**config.mk**
```make
export PLATFORM = sky130hd
export DESIGN_NAME = adaptive_penalty_controller_core
export DESIGN_NICKNAME = d
export VERILOG_FILES = /design/src/apc_pkg.sv /design/src/apc_window.sv /design/src/apc_penalty_adjust.sv /design/src/adaptive_penalty_controller_core.sv
export VERILOG_INCLUDE_DIRS = /design/src /design/src/src
export SDC_FILE = /design/constraint.sdc
export NUM_CORES = 2
export LEC_CHECK = 0
export CAP_MARGIN = 20
export CORE_MARGIN = 2
export CORE_UTILIZATION = 58
export CTS_CLUSTER_DIAMETER = 100
export DETAILED_ROUTE_END_ITERATION = 10
export DONT_BUFFER_PORTS = 1
export GPL_TIMING_DRIVEN = 0
export PLACE_DENSITY = 0.74
export SLEW_MARGIN = 15
export SYNTH_ARGS = -nofsm -noshare
export SYNTH_HDL_FRONTEND = slang
export SYNTH_SLANG_ARGS = --single-unit
```
**constraint.sdc**
```tcl
create_clock -name clk -period 23.3 [get_ports clk]
set_input_delay 4.66 -clock clk [delete_from_list [all_inputs] [get_ports clk]]
set_output_delay 4.66 -clock clk [all_outputs]
set_load 0.01 [all_outputs]
```
**src/adaptive_penalty_controller_core_defines.svh**
```systemverilog
// Shared assertion macros for the penalty controller.
`ifndef ADAPTIVE_PENALTY_CONTROLLER_CORE_DEFINES_SVH
`define ADAPTIVE_PENALTY_CONTROLLER_CORE_DEFINES_SVH

// Same-cycle implication, clocked on clk, off while rst_n is low.
`define APC_ASSERT_NOW(label, ante, cons) \
    label: assert property (@(posedge clk) disable iff (!rst_n) (ante) |-> (cons)) \
        else $error("apc same-cycle check failed");

// Next-cycle implication, clocked on clk, off while rst_n is low.
`define APC_ASSERT_NEXT(label, ante, cons) \
    label: assert property (@(posedge clk) disable iff (!rst_n) (ante) |=> (cons)) \
        else $error("apc next-cycle check failed");

`endif

```
**src/apc_pkg.sv**
```systemverilog
`default_nettype none

package apc_pkg;

    localparam int Window = 100;
    localparam int CntW   = $clog2(Window + 1);
    localparam int PenW   = 33;

    localparam logic [PenW-1:0] PenCap   = 33'd6553600000;
    localparam logic [PenW-1:0] PenFloor = 33'd6554;
    localparam logic [PenW-1:0] PenOne   = 33'd65536;

    // wide enough for 1000*count + 50*Window and target*Window
    localparam int CmpW = $clog2(1100 * Window + 1) + 1;
    localparam logic [CmpW-1:0] BandTerm = CmpW'(50 * Window);

    localparam logic [1:0] KindRecord = 2'd0;
    localparam logic [1:0] KindAdjust = 2'd1;
    localparam logic [1:0] KindReload = 2'd2;

    localparam logic [1:0] CfgTarget  = 2'd0;
    localparam logic [1:0] CfgCapInit = 2'd1;
    localparam logic [1:0] CfgDurInit = 2'd2;

    // 2^16 = 5*K1 + 1, 2^32 = 5*K2 + 1
    localparam logic [33:0] K1     = 34'd13107;
    localparam logic [33:0] K2     = 34'd858993459;
    localparam logic [35:0] Recip5 = 36'd52429;

    // floor(x/5): fold 16-bit digits (each weight is 1 mod 5), then a
    // reciprocal multiply on the small digit sum (exact below 2^18)
    function automatic logic [33:0] div5(input logic [35:0] x);
        logic [17:0] s;
        logic [35:0] p;
        logic [33:0] q;
        s = 18'(x[15:0]) + 18'(x[31:16]) + 18'(x[35:32]);
        p = 36'(s) * Recip5;
        q = 34'(x[31:16]) * K1 + 34'(x[35:32]) * K2 + 34'(p[35:18]);
        return q;
    endfunction

endpackage

`default_nettype wire

```
**src/apc_window.sv**
```systemverilog
`default_nettype none

module apc_window (
    input  logic                      clk,
    input  logic                      rst_n,
    input  logic                      shift_en,
    input  logic                      bit_in,
    output logic [apc_pkg::CntW-1:0]  count,
    output logic [apc_pkg::CntW-1:0]  count_next
);
    import apc_pkg::*;

    logic [Window-1:0] win_reg;
    logic [Window-1:0] win_next;
    logic [CntW-1:0]   cnt_reg;
    logic [CntW-1:0]   cnt_next;

    // newest outcome at bit 0, oldest drops out of the top
    always_comb
    begin
        win_next = win_reg;
        cnt_next = cnt_reg;
        if (shift_en)
        begin
            win_next = (win_reg << 1) | Window'(bit_in);
            cnt_next = cnt_reg - CntW'(win_reg[Window-1]) + CntW'(bit_in);
        end
    end

    always_ff @(posedge clk or negedge rst_n)
    begin
        if (!rst_n)
        begin
            win_reg <= '1;
            cnt_reg <= CntW'(Window);
        end
        else
        begin
            win_reg <= win_next;
            cnt_reg <= cnt_next;
        end
    end

    assign count      = cnt_reg;
    assign count_next = cnt_next;

endmodule

`default_nettype wire

```
**src/apc_penalty_adjust.sv**
```systemverilog
`default_nettype none

module apc_penalty_adjust (
    input  logic [apc_pkg::PenW-1:0] weight,
    input  logic [apc_pkg::CntW-1:0] count,
    input  logic [9:0]               target,
    output logic [apc_pkg::PenW-1:0] weight_adj
);
    import apc_pkg::*;

    logic [CmpW-1:0] scaled_cnt;
    logic [CmpW-1:0] tgt;
    logic            raise;
    logic            lower;
    logic [34:0]     up_sum;
    logic [PenW-1:0] up_w;
    logic [37:0]     prod17;
    logic [33:0]     down_q;
    logic [PenW-1:0] down_w;

    assign scaled_cnt = CmpW'(count) * CmpW'(1000);
    assign tgt        = CmpW'(target) * CmpW'(Window);
    assign raise      = (scaled_cnt + BandTerm) < tgt;
    assign lower      = scaled_cnt > (tgt + BandTerm);

    // floor(6w/5) = w + floor(w/5)
    assign up_sum = 35'(weight) + 35'(div5(36'(weight)));
    assign up_w   = (up_sum > 35'(PenCap)) ? PenCap : up_sum[PenW-1:0];

    // floor(17w/20) = floor(floor(17w/4)/5)
    assign prod17 = 38'(weight) * 38'(17);
    assign down_q = div5(prod17[37:2]);
    assign down_w = (down_q < 34'(PenFloor)) ? PenFloor : down_q[PenW-1:0];

    always_comb
    begin
        priority if (raise && (weight < PenCap))
            weight_adj = up_w;
        else if (lower && (weight > PenFloor))
            weight_adj = down_w;
        else
            weight_adj = weight;
    end

endmodule

`default_nettype wire

```
**src/adaptive_penalty_controller_core.sv**
```systemverilog
// Output: a result is registered on the master side from its transfer in, or held in the skid while m_tready is low.
// Throughput: one item per cycle while s_tready is high; the state update is a single registered pass.
// A two-deep output (result register plus skid) keeps one more item in flight.
// Reset: windows all feasible, counts at full window, both weights 1.0,
// config registers at their defaults; no clearing pass.
`default_nettype none
`include "adaptive_penalty_controller_core_defines.svh"

module adaptive_penalty_controller_core (
    input  logic        clk,
    input  logic        rst_n,
    input  logic        s_tvalid,
    output logic        s_tready,
    input  logic [7:0]  s_tdata,   // [0] load_ok, [1] duration_ok, [7:2] zero
    input  logic [1:0]  s_tuser,   // [1:0] kind
    output logic        m_tvalid,
    input  logic        m_tready,
    output logic [79:0] m_tdata,   // [32:0] capacity_penalty, [65:33] duration_penalty,
                                   // [72:66] load_feasible_count,
                                   // [79:73] duration_feasible_count
    input  logic        cfg_we,
    input  logic [1:0]  cfg_index,
    input  logic [32:0] cfg_data
);
    import apc_pkg::*;

    typedef struct packed {
        logic [6:0]      dur_cnt;
        logic [6:0]      load_cnt;
        logic [PenW-1:0] dur_pen;
        logic [PenW-1:0] cap_pen;
    } result_t;

    logic [9:0]      target_reg;
    logic [PenW-1:0] cap_init_reg;
    logic [PenW-1:0] dur_init_reg;
    logic [PenW-1:0] cap_w_reg;
    logic [PenW-1:0] cap_w_next;
    logic [PenW-1:0] dur_w_reg;
    logic [PenW-1:0] dur_w_next;
    logic [PenW-1:0] cap_w_adj;
    logic [PenW-1:0] dur_w_adj;

    logic            out_valid_reg;
    logic            skid_valid_reg;
    result_t         out_data_reg;
    result_t         skid_data_reg;
    result_t         result;

    logic            in_xfer;
    logic            out_pop;
    logic            rec_en;
    logic [CntW-1:0] load_cnt;
    logic [CntW-1:0] load_cnt_next;
    logic [CntW-1:0] dur_cnt;
    logic [CntW-1:0] dur_cnt_next;

    assign s_tready = !skid_valid_reg;
    assign in_xfer  = s_tvalid && s_tready;
    assign out_pop  = out_valid_reg && m_tready;
    assign rec_en   = in_xfer && (s_tuser == KindRecord);

    always_ff @(posedge clk or negedge rst_n)
    begin
        if (!rst_n)
        begin
            target_reg   <= 10'd200;
            cap_init_reg <= PenOne;
            dur_init_reg <= PenOne;
        end
        else if (cfg_we)
        begin
            unique case (cfg_index)
                CfgTarget:  target_reg   <= cfg_data[9:0];
                CfgCapInit: cap_init_reg <= cfg_data;
                CfgDurInit: dur_init_reg <= cfg_data;
                default:    ;
            endcase
        end
    end

    apc_window u_load_win (
        .clk        (clk),
        .rst_n      (rst_n),
        .shift_en   (rec_en),
        .bit_in     (s_tdata[0]),
        .count      (load_cnt),
        .count_next (load_cnt_next)
    );

    apc_window u_dur_win (
        .clk        (clk),
        .rst_n      (rst_n),
        .shift_en   (rec_en),
        .bit_in     (s_tdata[1]),
        .count      (dur_cnt),
        .count_next (dur_cnt_next)
    );

    apc_penalty_adjust u_cap_adj (
        .weight     (cap_w_reg),
        .count      (load_cnt),
        .target     (target_reg),
        .weight_adj (cap_w_adj)
    );

    apc_penalty_adjust u_dur_adj (
        .weight     (dur_w_reg),
        .count      (dur_cnt),
        .target     (target_reg),
        .weight_adj (dur_w_adj)
    );

    always_comb
    begin
        cap_w_next = cap_w_reg;
        dur_w_next = dur_w_reg;
        if (in_xfer)
        begin
            unique case (s_tuser)
                KindAdjust:
                begin
                    cap_w_next = cap_w_adj;
                    dur_w_next = dur_w_adj;
                end
                KindReload:
                begin
                    cap_w_next = cap_init_reg;
                    dur_w_next = dur_init_reg;
                end
                default: ;
            endcase
        end
    end

    assign result.cap_pen  = cap_w_next;
    assign result.dur_pen  = dur_w_next;
    assign result.load_cnt = 7'(load_cnt_next);
    assign result.dur_cnt  = 7'(dur_cnt_next);

    always_ff @(posedge clk or negedge rst_n)
    begin
        if (!rst_n)
        begin
            cap_w_reg <= PenOne;
            dur_w_reg <= PenOne;
        end
        else
        begin
            cap_w_reg <= cap_w_next;
            dur_w_reg <= dur_w_next;
        end
    end

    // result register with a one-entry skid behind it
    always_ff @(posedge clk or negedge rst_n)
    begin
        if (!rst_n)
        begin
            out_valid_reg  <= 1'b0;
            skid_valid_reg <= 1'b0;
        end
        else
        begin
            if (skid_valid_reg)
            begin
                if (out_pop)
                    skid_valid_reg <= 1'b0;
            end
            else if (in_xfer)
            begin
                if (out_valid_reg && !m_tready)
                    skid_valid_reg <= 1'b1;
                else
                    out_valid_reg <= 1'b1;
            end
            else if (out_pop)
            begin
                out_valid_reg <= 1'b0;
            end
        end
    end

    always_ff @(posedge clk)
    begin
        if (skid_valid_reg)
        begin
            if (out_pop)
                out_data_reg <= skid_data_reg;
        end
        else if (in_xfer)
        begin
            if (out_valid_reg && !m_tready)
                skid_data_reg <= result;
            else
                out_data_reg <= result;
        end
    end

    assign m_tvalid = out_valid_reg;
    assign m_tdata  = out_data_reg;

    `APC_ASSERT_NOW(a_skid_behind_out, skid_valid_reg, out_valid_reg)
    `APC_ASSERT_NOW(a_count_in_range, 1'b1, (load_cnt <= CntW'(Window)) && (dur_cnt <= CntW'(Window)))
    `APC_ASSERT_NEXT(a_weights_hold, !in_xfer, $stable(cap_w_reg) && $stable(dur_w_reg))
    `APC_ASSERT_NEXT(a_stall_fills_skid, in_xfer && out_valid_reg && !m_tready, skid_valid_reg)

endmodule

`default_nettype wire

```
==> metrics.txt <==
status completed; Critical Path Sink Type flip-flop; FF-to-FF path depth 68; Synth cell types 114; largest buffer count on any clock path 3; number of pins with negative max-slew slack in the final report 0; synthesis-to-layout area growth 6.071%; antenna violations before repair 28; first-pass GRT wire length 370.3 mm; final std cell area, no fill 88250 µm²; endpoints failing hold 0; Worst setup SP type flip-flop; placement-stage worst setup slack 2.751 ns; vias post-DR 62.35k; slowest stage cell, crit path dfrtp_1; Min Hold Slack 0.5095 ns; number of buffers inserted to repair setup after CTS 0; critical setup path kind flip-flop to flip-flop; setup_tns 0 ns; worst setup skew after layout 0.06587 ns; sum of buffers and inverters on the critical path 8; number of warnings reported in the yosys synthesis log 0; Synth Area in XOR/XNOR 6.042%; Final GP Congestion 1.018; number of max-cap violations 0; net count after synthesis 10.94k; Crit path max-delay family compound AO/OA/AOI/OAI gates; Post-synth ARST share 69.11%; number of sinks handled by clock tree synthesis 518; clock transition time at the flip-flop clock pins of the worst setup and hold paths 0.07 ns; clock tree from TritonCTS done; Core ar. 141900 µm²; number of buffers added to fix hold violations after cts 0; start of the worst register-to-register path dur_w_reg[1]; number of synthesized flops with an enable pin 160; CP required 23.61 ns; CP max stage delay 0.90 ns; Cell Area, Placed 85930 µm²; buffers added on ports 0; insertion delay to the later sink of the worst-skew pair 0.71 ns; average vias per placed instance 5.953; post-cts resize count 0; area fraction in compound gates after synthesis 11.96%; CTS buffer count 60; most common library cell in the layout ignoring fill and taps ha_1; crit path DAT 21.32 ns; proportion of synthesized area in mux cells 4.492%; leading cell types in the layout, fill and taps excluded ha_1 (1596), inv_1 (1579), fa_1 (861), a21oi_1 (372), xnor2_1 (364); final worst slack 2.296 ns; Initial Utilization 58.62%; number of endpoints failing setup at the final stage 0; number of rows created at floorplan 138; first-pass detailed-route iteration total 6; Post-DP HPWL 197.3 mm; combined area of all synthesized cells 83200 µm²; fmax 47.61 MHz; largest net degree at the start of global routing 359; worst hold path class flip-flop to flip-flop; wire per inst 22.51 µm; worst setup path end m_tdata[39]; overflow left after global routing 0; total stage count of the critical path 68; adder and majority cell fraction of the synthesized area 44.75%; flip-flop and latch count after synthesis 518; internal reg-to-reg setup slack 2.30 ns; floorplan die height 382.8 µm; final critical-path share of the clock period 90.14%; share of cells above drive strength 1 9.081%; maximum net fanout on the critical path 9; normalized max-slew margin 14.61%; most used cell along the critical path fa_1; Top FF cell, synth dfstp_2; number of global-route vias before repair 65.20k; number of nets with antenna violations after detailed routing 0; die width 382.8 µm; area of the die 146500 µm²; Max H-tree Level 2; transition time at the pin with the least slew margin 1.249 ns; global router's overall resource usage 32.57%; r2r endpoint m_tdata[39]; syn avg cell area 9.868 µm²; Iter 0 DRT Violations 4688; unrepaired setup endpoints after global routing false; cell at the root of the clock tree clkbuf_16; Nets 11.02k; synthesized instance count 8431; largest family of logic cells by synthesized area adder cells; count of unresolved DRC violations after routing 0; origin of the worst setup path dur_w_reg[1]; Final Routed Wirelength 235.7 mm; post-synthesis share of cell area spent on and, or, nand and nor gates 8.125%; Tmin final 21.00 ns; part of the Yosys area used for sequential elements 16.86%; number of ports placed on the die boundary 132
stage by stage:
step           cells  util (%)
3_5_place_dp   10340     60.55
4_1_cts        10450     62.12
6_report       10470     62.18
5_1_grt        10460     62.15
3_3_place_gp   10320     60.29
2_1_floorplan   8431         -
per-layer routing:
metal  up-vias  wire length [µm]  global-route usage, %
li1      28880                 -                      -
met1     30660             94740                  41.13
met2      2163            108100                  52.92
met3       609             20120                  7.839
met4        36             12510                  14.68
met5         -               229                      0
kinds of logic after synthesis:
logic type / Yosys count
AND/OR/NAND/NOR: 1363
XOR/XNOR: 561
adder cells (fa/ha/maj): 2460
multiplexers: 333
flip-flops: 518
AO/OA/AOI/OAI: 1481
buffers and inverters: 1715
area by class of cell:
cell class | count | area (µm²)
clock buffers | 77 | 1750
repair buffers | 23 | 312.8
multi-input cells | 6198 | 62820
diodes | 16 | 40.04
well taps | 1890 | 2365
inverters | 1581 | 5934
fillers | 11890 | 53680
plain buffers | 134 | 521.8
flip-flops and latches | 518 | 14030
clock inverters | 36 | 476.7
cell usage after synthesis, types with 29 or more instances:
cell | number | area [µm²]
clkbuf_1 | 122 | 457.9
a21oi_1 | 373 | 1867
mux2_2 | 323 | 3637
nor2b_1 | 58 | 362.9
xor2_1 | 179 | 1568
o21bai_1 | 64 | 480.5
and3_1 | 48 | 300.3
a21o_1 | 218 | 1637
or2_2 | 33 | 206.5
dfstp_2 | 213 | 5597
ha_1 | 1596 | 19970
a211oi_1 | 48 | 360.4
a31oi_1 | 47 | 294.0
nand2_1 | 313 | 1175
dfrtp_1 | 145 | 3628
xnor2_1 | 371 | 3249
nand4_1 | 55 | 344.1
nor4_1 | 32 | 200.2
o21ai_0 | 263 | 1316
and2_1 | 37 | 231.5
fa_1 | 861 | 17240
nand3_1 | 120 | 600.6
nand2b_1 | 61 | 381.6
o211ai_1 | 29 | 217.7
edfxtp_1 | 160 | 4805
o21a_1 | 77 | 578.1
inv_1 | 1579 | 5927
a221oi_1 | 39 | 341.6
nor2_1 | 361 | 1355
nor3_1 | 118 | 590.6
or3_1 | 29 | 181.4
o31ai_1 | 34 | 255.2
worst min-delay path by stage:
stage | to | depth (start not counted) | slack [ns] | from
floorplan | dur_init_reg[1] | 1 | 0.47 | dur_init_reg[1]
global placement | dur_init_reg[12] | 1 | 0.49 | dur_init_reg[12]
detailed placement | dur_init_reg[26] | 1 | 0.49 | dur_init_reg[26]
CTS | dur_init_reg[26] | 1 | 0.51 | dur_init_reg[26]
global route | dur_init_reg[26] | 1 | 0.53 | dur_init_reg[26]
finish | dur_init_reg[26] | 1 | 0.51 | dur_init_reg[26]
Power is left out: the tool's default activity adds up to more than one toggle a clock period on the data nets, which glitch-free logic cannot reach.
